File: src/second_chance_frame_table_core_defines.svh
// assertion macros for the second chance frame table core
`ifndef SECOND_CHANCE_FRAME_TABLE_CORE_DEFINES_SVH
`define SECOND_CHANCE_FRAME_TABLE_CORE_DEFINES_SVH

// condition holds in the same cycle
`define SCFT_ASSERT_NOW(lbl, ante, cons) \
    lbl: assert property (@(posedge i_clk) disable iff (!i_rst_n) (ante) |-> (cons)) \
        else $error("frame table check failed");

// condition holds in the following cycle
`define SCFT_ASSERT_NEXT(lbl, ante, cons) \
    lbl: assert property (@(posedge i_clk) disable iff (!i_rst_n) (ante) |=> (cons)) \
        else $error("frame table check failed");

`endif

File: src/scft_fifo.sv
module scft_fifo #(
    parameter int WIDTH = 56
) (
    input  logic             i_clk,
    input  logic             i_rst_n,
    input  logic             i_push,
    input  logic [WIDTH-1:0] i_data,
    input  logic             i_pop,
    output logic             o_full,
    output logic             o_valid,
    output logic [WIDTH-1:0] o_data
);

    logic [WIDTH-1:0] r_data [2];
    logic             r_wr;
    logic             r_rd;
    logic [1:0]       r_count;

    assign o_full  = (r_count == 2'd2);
    assign o_valid = (r_count != 2'd0);
    assign o_data  = r_data[r_rd];

    // storage
    always_ff @(posedge i_clk) begin
        if (i_push) begin
            r_data[r_wr] <= i_data;
        end
    end

    // pointers and fill level
    always_ff @(posedge i_clk) begin
        if (!i_rst_n) begin
            r_wr    <= 1'b0;
            r_rd    <= 1'b0;
            r_count <= 2'd0;
        end else begin
            if (i_push) begin
                r_wr <= ~r_wr;
            end
            if (i_pop) begin
                r_rd <= ~r_rd;
            end
            if (i_push && !i_pop) begin
                r_count <= r_count + 2'd1;
            end else if (!i_push && i_pop) begin
                r_count <= r_count - 2'd1;
            end
        end
    end

endmodule

File: config.mk
export PLATFORM = sky130hd
export DESIGN_NAME = scft_fifo
export DESIGN_NICKNAME = d
export VERILOG_FILES = /design/src/second_chance_frame_table_core_defines.svh /design/src/scft_fifo.sv
export SDC_FILE = /design/constraint.sdc
export NUM_CORES = 1
export LEC_CHECK = 0
export ABC_AREA = 0
export BUFFER_PORTS_ARGS = -buffer_cell sky130_fd_sc_hd__buf_4
export CAP_MARGIN = 40
export CELL_PAD_IN_SITES_DETAIL_PLACEMENT = 1
export CELL_PAD_IN_SITES_GLOBAL_PLACEMENT = 1
export CORE_MARGIN = 8
export CORE_UTILIZATION = 30
export CTS_CLUSTER_SIZE = 24
export DETAILED_ROUTE_END_ITERATION = 7
export GPL_ROUTABILITY_DRIVEN = 1
export PLACE_DENSITY = 0.67
export SKIP_LAST_GASP = 1
export SLEW_MARGIN = 20
export SYNTH_ARGS = -nofsm -noshare
export SYNTH_HDL_FRONTEND = slang
export SYNTH_SLANG_ARGS = --single-unit
export TNS_END_PERCENT = 10
File: constraint.sdc
create_clock -name i_clk -period 6.8 [get_ports i_clk]
set_input_delay 0.34 -clock i_clk [delete_from_list [all_inputs] [get_ports i_clk]]
set_output_delay 0.34 -clock i_clk [all_outputs]
set_load 0.05 [all_outputs]
Word-level counts from Yosys, hierarchy flattened --
Memories as Yosys holds them, arrays and structs flattened. A register that Yosys moved wholly into a read port is not among the register bits. Index checks and enable logic that the tools add are counted.
Cells by class: $add $sub $neg 2, eq/ne operators 1, mux-type cells 6, bitwise operators 2, reduce and logical (&&, ||, !) cells 6
Operators by type and width (count):
- 1-bit two-way mux | 4
- 2-bit two-way mux | 2
- 2-bit nonzero test | 2
- 2-bit by 1-bit adder with 2-bit output (second input constant) | 1
- 2-bit == test (second input constant) | 1
- 1-bit logical AND | 2
- 1-bit logical NOT | 2
- 1-bit NOT | 2
- 2-bit by 1-bit subtractor with 2-bit output (second input constant) | 1
Storage, ports and cells: flip-flop bits (word level) 4, bits in writable memories 112, output and inout bits 58, logic and storage cells 21, memories 1
Memories:
- r_data | depth 2, width 56, rd ports 1, clocked after memory_dff 1, wr ports 1, line scft_fifo.sv:14 | logic [WIDTH-1:0] r_data [2];

Depth between registers and ports, before layout --
Gate-level depths: netlist of the first run.
depth after elaboration 4, mapped depth 5, gate-level depth less buffers 5

Worst setup path before layout of the first run --
Ideal clock, no wire load.
kind input -> register, start input port i_push, end memory r_data[0][0], enable pin, library setup time 0.478 ns, arrival 2.844 ns, data required time 6.322 ns, slack 3.479 ns, cell stages on the path 1, path buffers 0, path through nor2b_1
Between the ends: cells in the longest elaborated chain, start to end 2
RTL lines:
- start: declaration | line scft_fifo.sv:6 | input logic i_push,
- 1-bit two-way mux | line scft_fifo.sv:25 | if (i_push) begin
- 1-bit two-way mux (implied by the code) | line scft_fifo.sv:26 | r_data[r_wr] <= i_data;
- end: declaration | line scft_fifo.sv:14
Every way passes these cells.

==> results.md, run 1 <==
- Layout cell share with drive strength beyond 1: 60.23%
- Antenna diodes: 0
- Post-Place Cells: between 400 and 500
- Worst Setup End Kind: output port
- Arrival time at the worst endpoint: 2.27 ns
- Pin count of the biggest net entering global routing: 46
- Post-CTS setup buffers: 0
- Classification of the worst-slack hold path: primary input to flop
- Clk root buf: clkbuf_16
- Largest cells by area after synthesis: edfxtp_1 79%, mux2_2 15%, dfxtp_1 2.3%
- Maximum capacitance violations: 0
- Drt pass-1 iters: 4
- Routability cong.: around 0.62
- Vias: 2241
- Final period demand of the worst path: ~2.6 ns
- Rel. slew slack: 56.85%
- Final std cells w/o fill: 522
- Final #Nets: 390
- Number of distinct library cells after synthesis: 18
- PortBufs: 117
- Yosys reg bits: 117
- Met1 Use GR: 11.46%
- Cell Area, Synth: 4273 um^2
- Cell Rows: 43
- All-Layer GR Usage: 10.56%
- Boundary Pins: 118
- Clock-pin slew on the worst setup and hold paths: 0.05 ns
- Fin Setup TNS: 0 ns
- Setup CP Type: flop to output port
- Syn_nets: 257
- Unrepaired setup endpoints after global routing: no
- Initial Util: a little under a third
- Syn Inst Count: 196
- Die Y: ~140 um
- Drt total wl: ~9100 um
- Via density: 4.293
- Worst vdd ir: 150.0 uV
- Avg Synthesized Cell Area: 21.80 um^2
- Post-CTS sizing: 0
- Max Root-Sink Buffers: 2
- Antenna Nets Post-Route: 0
- Met2 Use GR: between 15 and 20%
- Die area: 18320 um^2
- Critical Path Start Type: flop
- Max H-tree Level: 4
- Leakage: 2.211 nW
- Hold Vio Cnt, Final: 0
- Drt initial violations: 84
- Clk Latency, worst-skew pair: 0.40 ns
- Post-Route Skew: 0.006245 ns
- Area grow syn2layout: 38.04%
- Synth warn: 0
- Drt drc: 0
- Largest area contributor in the netlist: edfxtp_1
- DP HPWL: 6103 um
- Worst slew pin tran: 0.6473 ns
- CTS tree: built
- R2r setup slk: 5.05 ns
- Clock sink count: 117
- FMAX: about 380 MHz
- Count of final setup violators: 0
- Hold buffer count at cts: 0
- Yosys top cell area share: 78.71%
- Status: finished clean
- Slew Viols, Final: 0
- Sequential area share after synthesis: 81.05%
- Wire per inst: ~17 um
- Power Density: 334.1 nW/um^2
- CP Max Fanout: 31
- Core outline area: roughly 14000 um^2
- CP required: 6.46 ns
- TritonCTS Buffers: 17
- Vias in the first global route: 2588
- Final period util: 38.41%
- Die X: 135.3 um
- Initial antenna violation count: 0
- GR peak layer: met2
- Met3 Usage GRT: ~4.2%
- First-pass GRT wire length: roughly 14000 um
- Grt ovf: 0
## layout by cell type, fill, tap and decap left out, drive strengths merged, types with 2 or more instances in the layout
cell type	count
clkinvlp	2
buf	120
dfxtp	5
mux2	56
clkbuf	18
and2	4
clkinv	10
bufinv	2
xor2	2
nor2b	2
edfxtp	112
## stage by stage
step / worst slack, ns / hold slack [ns] / util (%) / cell area, um^2 / power (mW)
global route: 4.017 / 0.09533 / 42.49 / 5898 / 2.043
floorplan: 3.479 / 0.4389 / - / 4273 / 1.067
finish: 4.188 / 0.1193 / 42.49 / 5898 / 1.971
detailed placement: 4.556 / 0.5142 / 38.55 / 5351 / 1.171
CTS: 4.101 / 0.09160 / 42.49 / 5898 / 2.002
global placement: 4.571 / 0.4786 / 38.55 / 5351 / 1.166
## Yosys cell counts
library cell and n:
edfxtp_1 112, mux2_2 56, dfxtp_1 5, and2_1 4, buf_6 4, nor2b_1 2, xor2_1 2, a21boi_1 1
and2b_2 1, buf_2 1, buf_4 1, ha_1 1, inv_1 1, o21a_1 1, o21ai_0 1, or2_2 1
or3_1 1, xnor2_1 1
## where the power goes
group          leakage [nW]  switching, mW  internal, mW  total (mW)
clock network         0.264          0.293         0.527       0.819
logic                 0.853          0.193         0.109       0.302
registers              1.09         0.0155         0.834       0.849
total                  2.21          0.502          1.47        1.97
## per-layer routing
layer | vias up | part of all wire [%]
li1 | 1036 | -
met1 | 1117 | 41
met2 | 72 | 52
met3 | 16 | 5.7
met4 | 0 | 2.0
met5 | - | 0
## worst paths after layout
path                                      end  depth (start not counted)  startpoint
worst min register to register     r_count[1]                          2  r_count[1]
worst max-delay path               o_data[30]                          3        flop
worst min-delay path            r_data[0][35]                          1  i_data[35]
worst max register to register  r_data[1][10]                          2        r_wr
## flip-flops by register name (all words and copies together), names as in the netlist, named ones only
register / cells
r_rd: 1
r_wr: 1
r_data: 112
r_count: 2
## kinds of logic (layout without fill, tap and decap cells)
family,count (synthesis),in the layout,synth area share [%]
AOI/OAI and AO/OA,3,3,0.4685
and+or+nand+nor,9,9,1.376
xor gates and xnor gates,3,3,0.6150
buffers and inverters,7,153,1.435
adders and majority gates,1,1,0.2928
muxes,56,56,14.76
DFF,117,117,81.05
## layout make-up
cell class | instances | area [um^2]
Multi-Input combinational cell | 72 | 757.0
Fill cell | 1336 | 7983
Timing Repair Buffer | 120 | 900.9
Tap cell | 180 | 225.2
Clock inverter | 14 | 117.6
Inverter | 1 | 3.754
Clock buffer | 18 | 429.2
Sequential cell | 117 | 3465
## worst max-delay path: stages (launching register included)
cell and delay (ns):
dfxtp_2 0.74, buf_4 0.51, mux2_2 0.41, buf_4 0.20
Power figures use the tool's default switching activity.
==> run 2: changes to the inputs <==
--- a/config.mk
+++ b/config.mk
@@ -15,7 +15,7 @@
 export CTS_CLUSTER_SIZE = 24
 export DETAILED_ROUTE_END_ITERATION = 7
 export GPL_ROUTABILITY_DRIVEN = 1
-export PLACE_DENSITY = 0.67
+export PLACE_DENSITY = 0.69
 export SKIP_LAST_GASP = 1
 export SLEW_MARGIN = 20
 export SYNTH_ARGS = -nofsm -noshare
==> constraint.sdc (replaced) <==
create_clock -name i_clk -period 2.2 [get_ports i_clk]
set_input_delay 0.11 -clock i_clk [delete_from_list [all_inputs] [get_ports i_clk]]
set_output_delay 0.11 -clock i_clk [all_outputs]
set_load 0.05 [all_outputs]
==> run 2 against run 1 <==
Total power rose to 3.4 times the previous value. Critical path depth did not move. Combinational power rose to 3.5 times the previous value. Clock power rose to 3.7 times the previous value. Sequential share of layout area fell by 6.2 points. Critical path type unchanged. Largest cell class unchanged. Highest routed layer unchanged.
==> results.md, run 2 (same netlist as run 1, synthesis figures left out) <==
- Die area: 18320 um^2 (unchanged)
- Layout cell share with drive strength beyond 1: 52.49% (was 60.23%)
- PortBufs: 117 (unchanged)
- Antenna diodes: 0 (unchanged)
- Unrepaired setup endpoints after global routing: no (unchanged)
- Critical Path Start Type: flop (unchanged)
- Drt total wl: 9775 um (was 9126 um)
- DP HPWL: 6249 um (was 6103 um)
- Rel. slew slack: 68.14% (was 56.85%)
- Antenna Nets Post-Route: 0 (unchanged)
- Final period util: 84.13%
- Status: finished clean (unchanged)
- Initial Util: 30.78% (unchanged)
- Dpl cell area: 5374 um^2 (was 5351 um^2)
- Fin Setup TNS: 0 ns (unchanged)
- Highest-delay cell along the critical path: mux2_2 (was dfxtp_2)
- Clk pwr share: 45.1% (was 41.6%)
- Wire per inst: 16.80 um (was 17.48 um)
- Final #Nets: 450 (was 390)
- Combinational fraction of design power: 15.7% (was 15.3%)
- Arrival time at the worst endpoint: 1.74 ns (was 2.27 ns)
- Critical Path Max Stage Delay: 0.41 ns (was 0.74 ns)
- Final period demand of the worst path: 1.851 ns
- Max Root-Sink Buffers: 2 (unchanged)
- TritonCTS Buffers: 17 (unchanged)
- Post-Route Skew: 0.004276 ns (was 0.006245 ns)
- Count of final setup violators: 0 (unchanged)
- Drt drc: 0 (unchanged)
- Core outline area: 13880 um^2 (unchanged)
- Clock sink count: 117 (unchanged)
- Grt ovf: 0 (unchanged)
- Slew Viols, Final: 0 (unchanged)
- Maximum capacitance violations: 0 (unchanged)
- Design area: 6589 um^2 (was 5898 um^2)
- Cell Rows: 43 (unchanged)
- Classification of the worst-slack hold path: primary input to flop (unchanged)
- Routability cong.: 0.6512 (was 0.6239)
- Fin Hold WS: 0.05886 ns (was 0.1193 ns)
- First-pass GRT wire length: 15210 um (was 14320 um)
- Power share of the sequential group: 39.1% (was 43.1%)
- Net Sw Frac: 23.62% (was 25.46%)
- Boundary Pins: 118 (unchanged)
- Net switching power: 1.573 mW (was 0.5017 mW)
- Critical Path, Cell by Cell: buf_4 -> mux2_2 -> buf_4 (unchanged)
- Post-CTS setup buffers: 0 (unchanged)
- Pint: 5.088 mW (was 1.469 mW)
- CP most frequent cell: buf_4 (unchanged)
- CP Buf/Inv Count: 2 (unchanged)
- Pin count of the biggest net entering global routing: 36 (was 46)
- Worst slew pin tran: 0.4780 ns (was 0.6473 ns)
- CTS tree: built (unchanged)
- Power Density: 1011 nW/um^2 (was 334.1 nW/um^2)
- Drt pass-1 iters: 4 (unchanged)
- Area grow syn2layout: 54.20% (was 38.04%)
- Most common cell after layout, fill and taps aside: buf_4 (unchanged)
- Max H-tree Level: 4 (unchanged)
- Worst Setup End Kind: output port (unchanged)
- Clk root buf: clkbuf_16 (unchanged)
- Max reg flops: 112 (unchanged)
- CP required: 2.09 ns (was 6.46 ns)
- Via density: 4.247 (was 4.293)
- Die X: 135.3 um (unchanged)
- Leakage: 2.516 nW (was 2.211 nW)
- Die Y: 135.3 um (unchanged)
- All-Layer GR Usage: 11.22% (was 10.56%)
- CP top delay family: buffers and inverters (was flip-flops)
- Hold Vio Cnt, Final: 0 (unchanged)
- Post-CTS sizing: 0 (unchanged)
- Setup CP Type: flop to output port (unchanged)
- Biggest register: r_data (unchanged)
- Initial antenna violation count: 0 (unchanged)
- Vias: 2472 (was 2241)
- Regs by FF count: r_data x112, r_count x2 (unchanged)
- Drt initial violations: 97 (was 84)
- Clock-pin slew on the worst setup and hold paths: 0.05 ns (about the same)
- Vias in the first global route: 2943 (was 2588)
- Most frequent cells in the layout: 123 x buf_4, 112 x edfxtp_1, 57 x dlygate4sd3_1, 56 x mux2_2, 17 x clkbuf_16 (was 120 x buf_4, 112 x edfxtp_1, 56 x mux2_2, 17 x clkbuf_16, 6 x clkinv_1)
- Clk Latency, worst-skew pair: 0.41 ns (was 0.40 ns)
- CP Max Fanout: 33 (was 31)
- FMAX: approximately 540 MHz
- Worst vdd ir: 578.6 uV (was 150.0 uV)
-- run 2: timing repair --
action	4_1_cts	5_1_grt
endpoints found under the hold margin	117	0
hold buffers	57	0
endpoints found under the setup margin	0	0
-- run 2: final timing paths --
path	end	slack [ns]	cells after the start	start
setup reg to reg	r_data[1][38]	0.88	2	r_wr
hold / removal	r_wr	0.06	3	i_push
hold reg to reg	r_count[1]	0.56	2	r_count[1]
setup / recovery	o_data[42]	0.35	3	flop
-- run 2: metal layers --
metal | track usage, % | vias up | wire, um
met1 | 10.83 | 1219 | 3705
li1 | - | 1156 | -
met4 | 6.292 | 0 | 188
met5 | 0 | - | 0
met2 | 19.45 | 80 | 5160
met3 | 5.230 | 17 | 720
-- run 2: power groups by stage --
stage / Combinational (mW) / Sequential (mW) / Clock [mW]
detailed placement: 0.973 / 2.65 / 0
floorplan: 0.654 / 2.64 / 0
CTS: 1.06 / 2.61 / 3.10
global route: 1.10 / 2.62 / 3.17
finish: 1.05 / 2.61 / 3.01
global placement: 0.963 / 2.64 / 0
-- run 2: through the flow --
| step | instances | setup slack (ns) | util [%] | power [mW] |
|---|---|---|---|---|
| 4_1_cts | 582 | 0.2958 | 47.47 | 6.767 |
| 3_5_place_dp | 493 | 0.7561 | 38.71 | 3.625 |
| 5_1_grt | 582 | 0.2478 | 47.47 | 6.885 |
| 2_1_floorplan | 196 | 0.06465 | - | 3.295 |
| 3_3_place_gp | 493 | 0.7584 | 38.71 | 3.606 |
| 6_report | 582 | 0.3491 | 47.47 | 6.661 |
-- run 2: layout make-up --
| class | instances | area, um^2 |
|---|---|---|
| Sequential cell | 117 | 3465 |
| Tap cell | 180 | 225.2 |
| Timing Repair Buffer | 180 | 1494 |
| Inverter | 1 | 3.754 |
| Multi-Input combinational cell | 72 | 757.0 |
| Clock inverter | 12 | 207.7 |
| Clock buffer | 20 | 436.7 |
| Fill cell | 1309 | 7292 |
-- run 2: worst reg2reg max path, delay by kind of cell, from the launching register on --
kind / cells / cell delay [ns]
simple gates: 1 / 0.17
buf+inv: 1 / 0.39
flops: 1 / 0.38
==> run 3: changes to the inputs <==
--- a/config.mk
+++ b/config.mk
@@ -5,7 +5,7 @@
 export SDC_FILE = /design/constraint.sdc
 export NUM_CORES = 1
 export LEC_CHECK = 0
-export ABC_AREA = 0
+export ABC_AREA = 1
 export BUFFER_PORTS_ARGS = -buffer_cell sky130_fd_sc_hd__buf_4
 export CAP_MARGIN = 40
 export CELL_PAD_IN_SITES_DETAIL_PLACEMENT = 1
==> constraint.sdc (replaced) <==
create_clock -name i_clk -period 1.6 [get_ports i_clk]
set_input_delay 0.08 -clock i_clk [delete_from_list [all_inputs] [get_ports i_clk]]
set_output_delay 0.08 -clock i_clk [all_outputs]
set_load 0.05 [all_outputs]
==> run 3 against run 2 <==
The flow now finishes with violations (setup timing). Routed wire length rose by 14%. Sequential power rose by 38%. Core utilization rose by 2.4 points. Clock-buffer cell count rose by 3. Clock power rose by 26%. Non-clock buffer count rose by 16. Register-to-register slack got worse by 0.49 ns. Synthesized cell count rose by 6.6%. Sequential share of layout area fell by 4.5 points. Die area rose by 3.3%. Cell count rose by 5.7%. Critical path type unchanged.
==> results.md, run 3 <==
- Vias in the first global route: 3023 (was 2943)
- Die area: 18920 um^2 (was 18320 um^2)
- Count of final setup violators: 49 (was 0)
- Post-synth ARST share: 0% (unchanged)
- Clk Latency, worst-skew pair: 0.41 ns (about the same)
- Leakage: 2.885 nW (was 2.516 nW)
- Most common cell after layout, fill and taps aside: edfxtp_1 (was buf_4)
- Highest-delay cell along the critical path: dfxtp_4 (was mux2_2)
- Fin Setup TNS: -1.294 ns (was 0 ns)
- All-Layer GR Usage: 11.09% (was 11.22%)
- Setup ws final: -0.04044 ns (was 0.3491 ns)
- Yosys reg bits: 117 (unchanged)
- Final core utilization: 49.83% (was 47.47%)
- CP Buf/Inv Count: 3 (was 2)
- Drt pass-1 iters: 4 (unchanged)
- Clock sink count: 117 (unchanged)
- Initial Util: 30.62% (was 30.78%)
- Power Density: 1245 nW/um^2 (was 1011 nW/um^2)
- Largest cells by area after synthesis: edfxtp_1 76%, mux2_4 14%, mux2_2 4.1% (was edfxtp_1 79%, mux2_2 15%, dfxtp_1 2.3%)
- CTS tree: built (unchanged)
- Avg Synthesized Cell Area: 21.21 um^2 (was 21.80 um^2)
- Max Root-Sink Buffers: 2 (unchanged)
- Synth Flop Type: edfxtp_1 (unchanged)
- Top post-synthesis cells by count: 112 x edfxtp_1, 40 x mux2_4, 16 x mux2_2, 9 x nand2_1 (was 112 x edfxtp_1, 56 x mux2_2, 5 x dfxtp_1, 4 x and2_1, 4 x buf_6)
- Clock-pin slew on the worst setup and hold paths: 0.05 ns (about the same)
- Setup CP Type: flop to output port (unchanged)
- Routability cong.: 0.6416 (was 0.6512)
- Worst vdd ir: 608.9 uV (was 578.6 uV)
- Area grow syn2layout: 62.74% (was 54.20%)
- Die X: 137.6 um (was 135.3 um)
- Antenna Nets Post-Route: 0 (unchanged)
- Drt total wl: 11100 um (was 9775 um)
- Cell Area, Synth: 4433 um^2 (was 4273 um^2)
- Critical Path, Cell by Cell: buf_8 -> clkbuf_16 -> mux2_4 -> buf_6 (was buf_4 -> mux2_2 -> buf_4)
- Most frequent cells in the layout: 112 x edfxtp_1, 76 x buf_4, 59 x dlygate4sd3_1, 45 x mux2_4, 44 x buf_6 (was 123 x buf_4, 112 x edfxtp_1, 57 x dlygate4sd3_1, 56 x mux2_2, 17 x clkbuf_16)
- Failing checks: setup timing
- Core outline area: 14480 um^2 (was 13880 um^2)
- Antenna diodes: 0 (unchanged)
- Unrepaired setup endpoints after global routing: yes (was no)
- Initial antenna violation count: 0 (unchanged)
- Wire per inst: 18.05 um (was 16.80 um)
- Drt drc: 0 (unchanged)
- Via density: 4.247 (about the same)
- Crit path capture: o_data[17] (was o_data[42])
- Most common cell in the netlist: edfxtp_1 (unchanged)
- Boundary Pins: 118 (unchanged)
- Critical Path Start Type: flop (unchanged)
- Syn_nets: 270 (was 257)
- Vias: 2612 (was 2472)
- DP HPWL: 6633 um (was 6249 um)
- Grt ovf: 0 (unchanged)
- Final period demand of the worst path: 1.640 ns
- Worst r2r dst: r_data[1][44] (was r_data[1][38])
- Arrival time at the worst endpoint: 1.56 ns (was 1.74 ns)
- Reg2reg start: r_wr (unchanged)
- First-pass GRT wire length: 15410 um (was 15210 um)
- Rel. slew slack: 80.38% (was 68.14%)
- Max H-tree Level: 4 (unchanged)
- Post-Route Skew: 0.009109 ns (was 0.004276 ns)
- Critical Path Max Stage Delay: 0.39 ns (was 0.41 ns)
- Design Power: 8.981 mW (was 6.661 mW)
- Status: finished with violations (was finished clean)
- Number of distinct library cells after synthesis: 14 (was 18)
- CP required: 1.52 ns (was 2.09 ns)
- Worst Setup End Kind: output port (unchanged)
- Final period util: 102.5%
- Regs by FF count: r_data x112, r_count x2 (unchanged)
- Yosys top cell area share: 75.87% (was 78.71%)
- CP top delay family: buffers and inverters (unchanged)
- Fin Hold WS: 0.3968 ns (was 0.05886 ns)
- Cell Rows: 44 (was 43)
- PortBufs: 117 (unchanged)
- Reg2reg path depth: 3 (was 2)
- Slew Viols, Final: 0 (unchanged)
- Max reg flops: 112 (unchanged)
- # fillers: 1350 (was 1309)
- TritonCTS Buffers: 17 (unchanged)
- Sequential area share after synthesis: 78.13% (was 81.05%)
- Synth warn: 0 (unchanged)
- Syn Inst Count: 209 (was 196)
- Origin of the worst min-delay path: i_data[48] (was i_push)
- Hold Vio Cnt, Final: 0 (unchanged)
- Classification of the worst-slack hold path: primary input to flop (unchanged)
- Final #Nets: 479 (was 450)
- Worst slew pin tran: 0.2942 ns (was 0.4780 ns)
- FMAX: slightly above 600 MHz
- Layout cell share with drive strength beyond 1: 51.97% (was 52.49%)
- Maximum capacitance violations: 0 (unchanged)
- R2r setup slk: 0.39 ns (was 0.88 ns)
- CP Max Fanout: 5 (was 33)
- Critical path depth in cells: 4 (was 3)
- Clk root buf: clkbuf_16 (unchanged)
- Die Y: 137.6 um (was 135.3 um)
- Biggest register: r_data (unchanged)
- Number of synthesized flops with an enable pin: 112 (unchanged)
- Pin count of the biggest net entering global routing: 48 (was 36)
- Drt initial violations: 117 (was 97)
- Largest area contributor in the netlist: edfxtp_1 (unchanged)
## run 3: changes by cell type after synthesis, moves of 4 or more
cell	before	now
mux2_2	56	16
mux2_4	0	40
nand2_1	0	9
nor2_1	0	8
inv_1	1	8
and2_1	4	0
## run 3: cell type report
cell class                 instances  area, um^2  area share (%)
timing repair buffer             196        1987           27.54
tap                              184       230.2           3.191
inverter                           8       30.03          0.4162
multi-input combinational         78       904.6           12.54
clock inverter                     9       127.6           1.769
sequential                       117        3467           48.06
clock buffer                      23       467.9           6.486
## run 3: timing repair
| action | 4_1_cts | 5_1_grt |
|---|---|---|
| hold buffers | 59 | 0 |
| setup endpoints to repair | 49 | 55 |
| hold endpoints to repair | 117 | 0 |
| gates cloned | 0 | 7 |
| setup buffers | 2 | 4 |
| pin swaps | 0 | 0 |
| resized for setup | 0 | 61 |
## run 3: routing by layer
metal / global-route usage [%] / vias to the layer above / wire length, um
met5: 0 / - / 0
li1: - / 1222 / -
met3: 4.522 / 20 / 750
met4: 5.794 / 0 / 208
met2: 19.37 / 84 / 5610
met1: 11.13 / 1286 / 4534
## run 3: where the power goes
group | switching [mW] | total [mW] | internal, mW
Sequential | 0.0490 | 3.59 | 3.55
Clock | 1.27 | 3.79 | 2.52
Combinational | 0.866 | 1.60 | 0.733
Total | 2.18 | 8.98 | 6.80
## run 3: cells by family after synthesis
logic type,count (synthesis),synth area share [%]
compound gates,2,0.2256
fa+ha+maj,1,0.2822
buf+inv,14,2.060
flops,117,78.13
mux,56,17.61
simple gates,19,1.693
## run 3: stage by stage
stage / cells / worst slack, ns / instance area, um^2
finish: 615 / -0.04044 / 7214
global route: 615 / -0.09466 / 7214
CTS: 604 / -0.09380 / 6808
detailed placement: 511 / 0.2832 / 5607
global placement: 511 / 0.3031 / 5607
floorplan: 209 / -0.3642 / 4441
## run 3: how the worst min path moves through the flow
| stage | depth (start not counted) | to |
|---|---|---|
| finish | 2 | r_data[0][48] |
| global route | 2 | r_data[1][7] |
| CTS | 2 | r_data[1][7] |
| detailed placement | 1 | r_data[0][44] |
| global placement | 1 | r_data[1][31] |
| floorplan | 0 | r_data[0][0] |
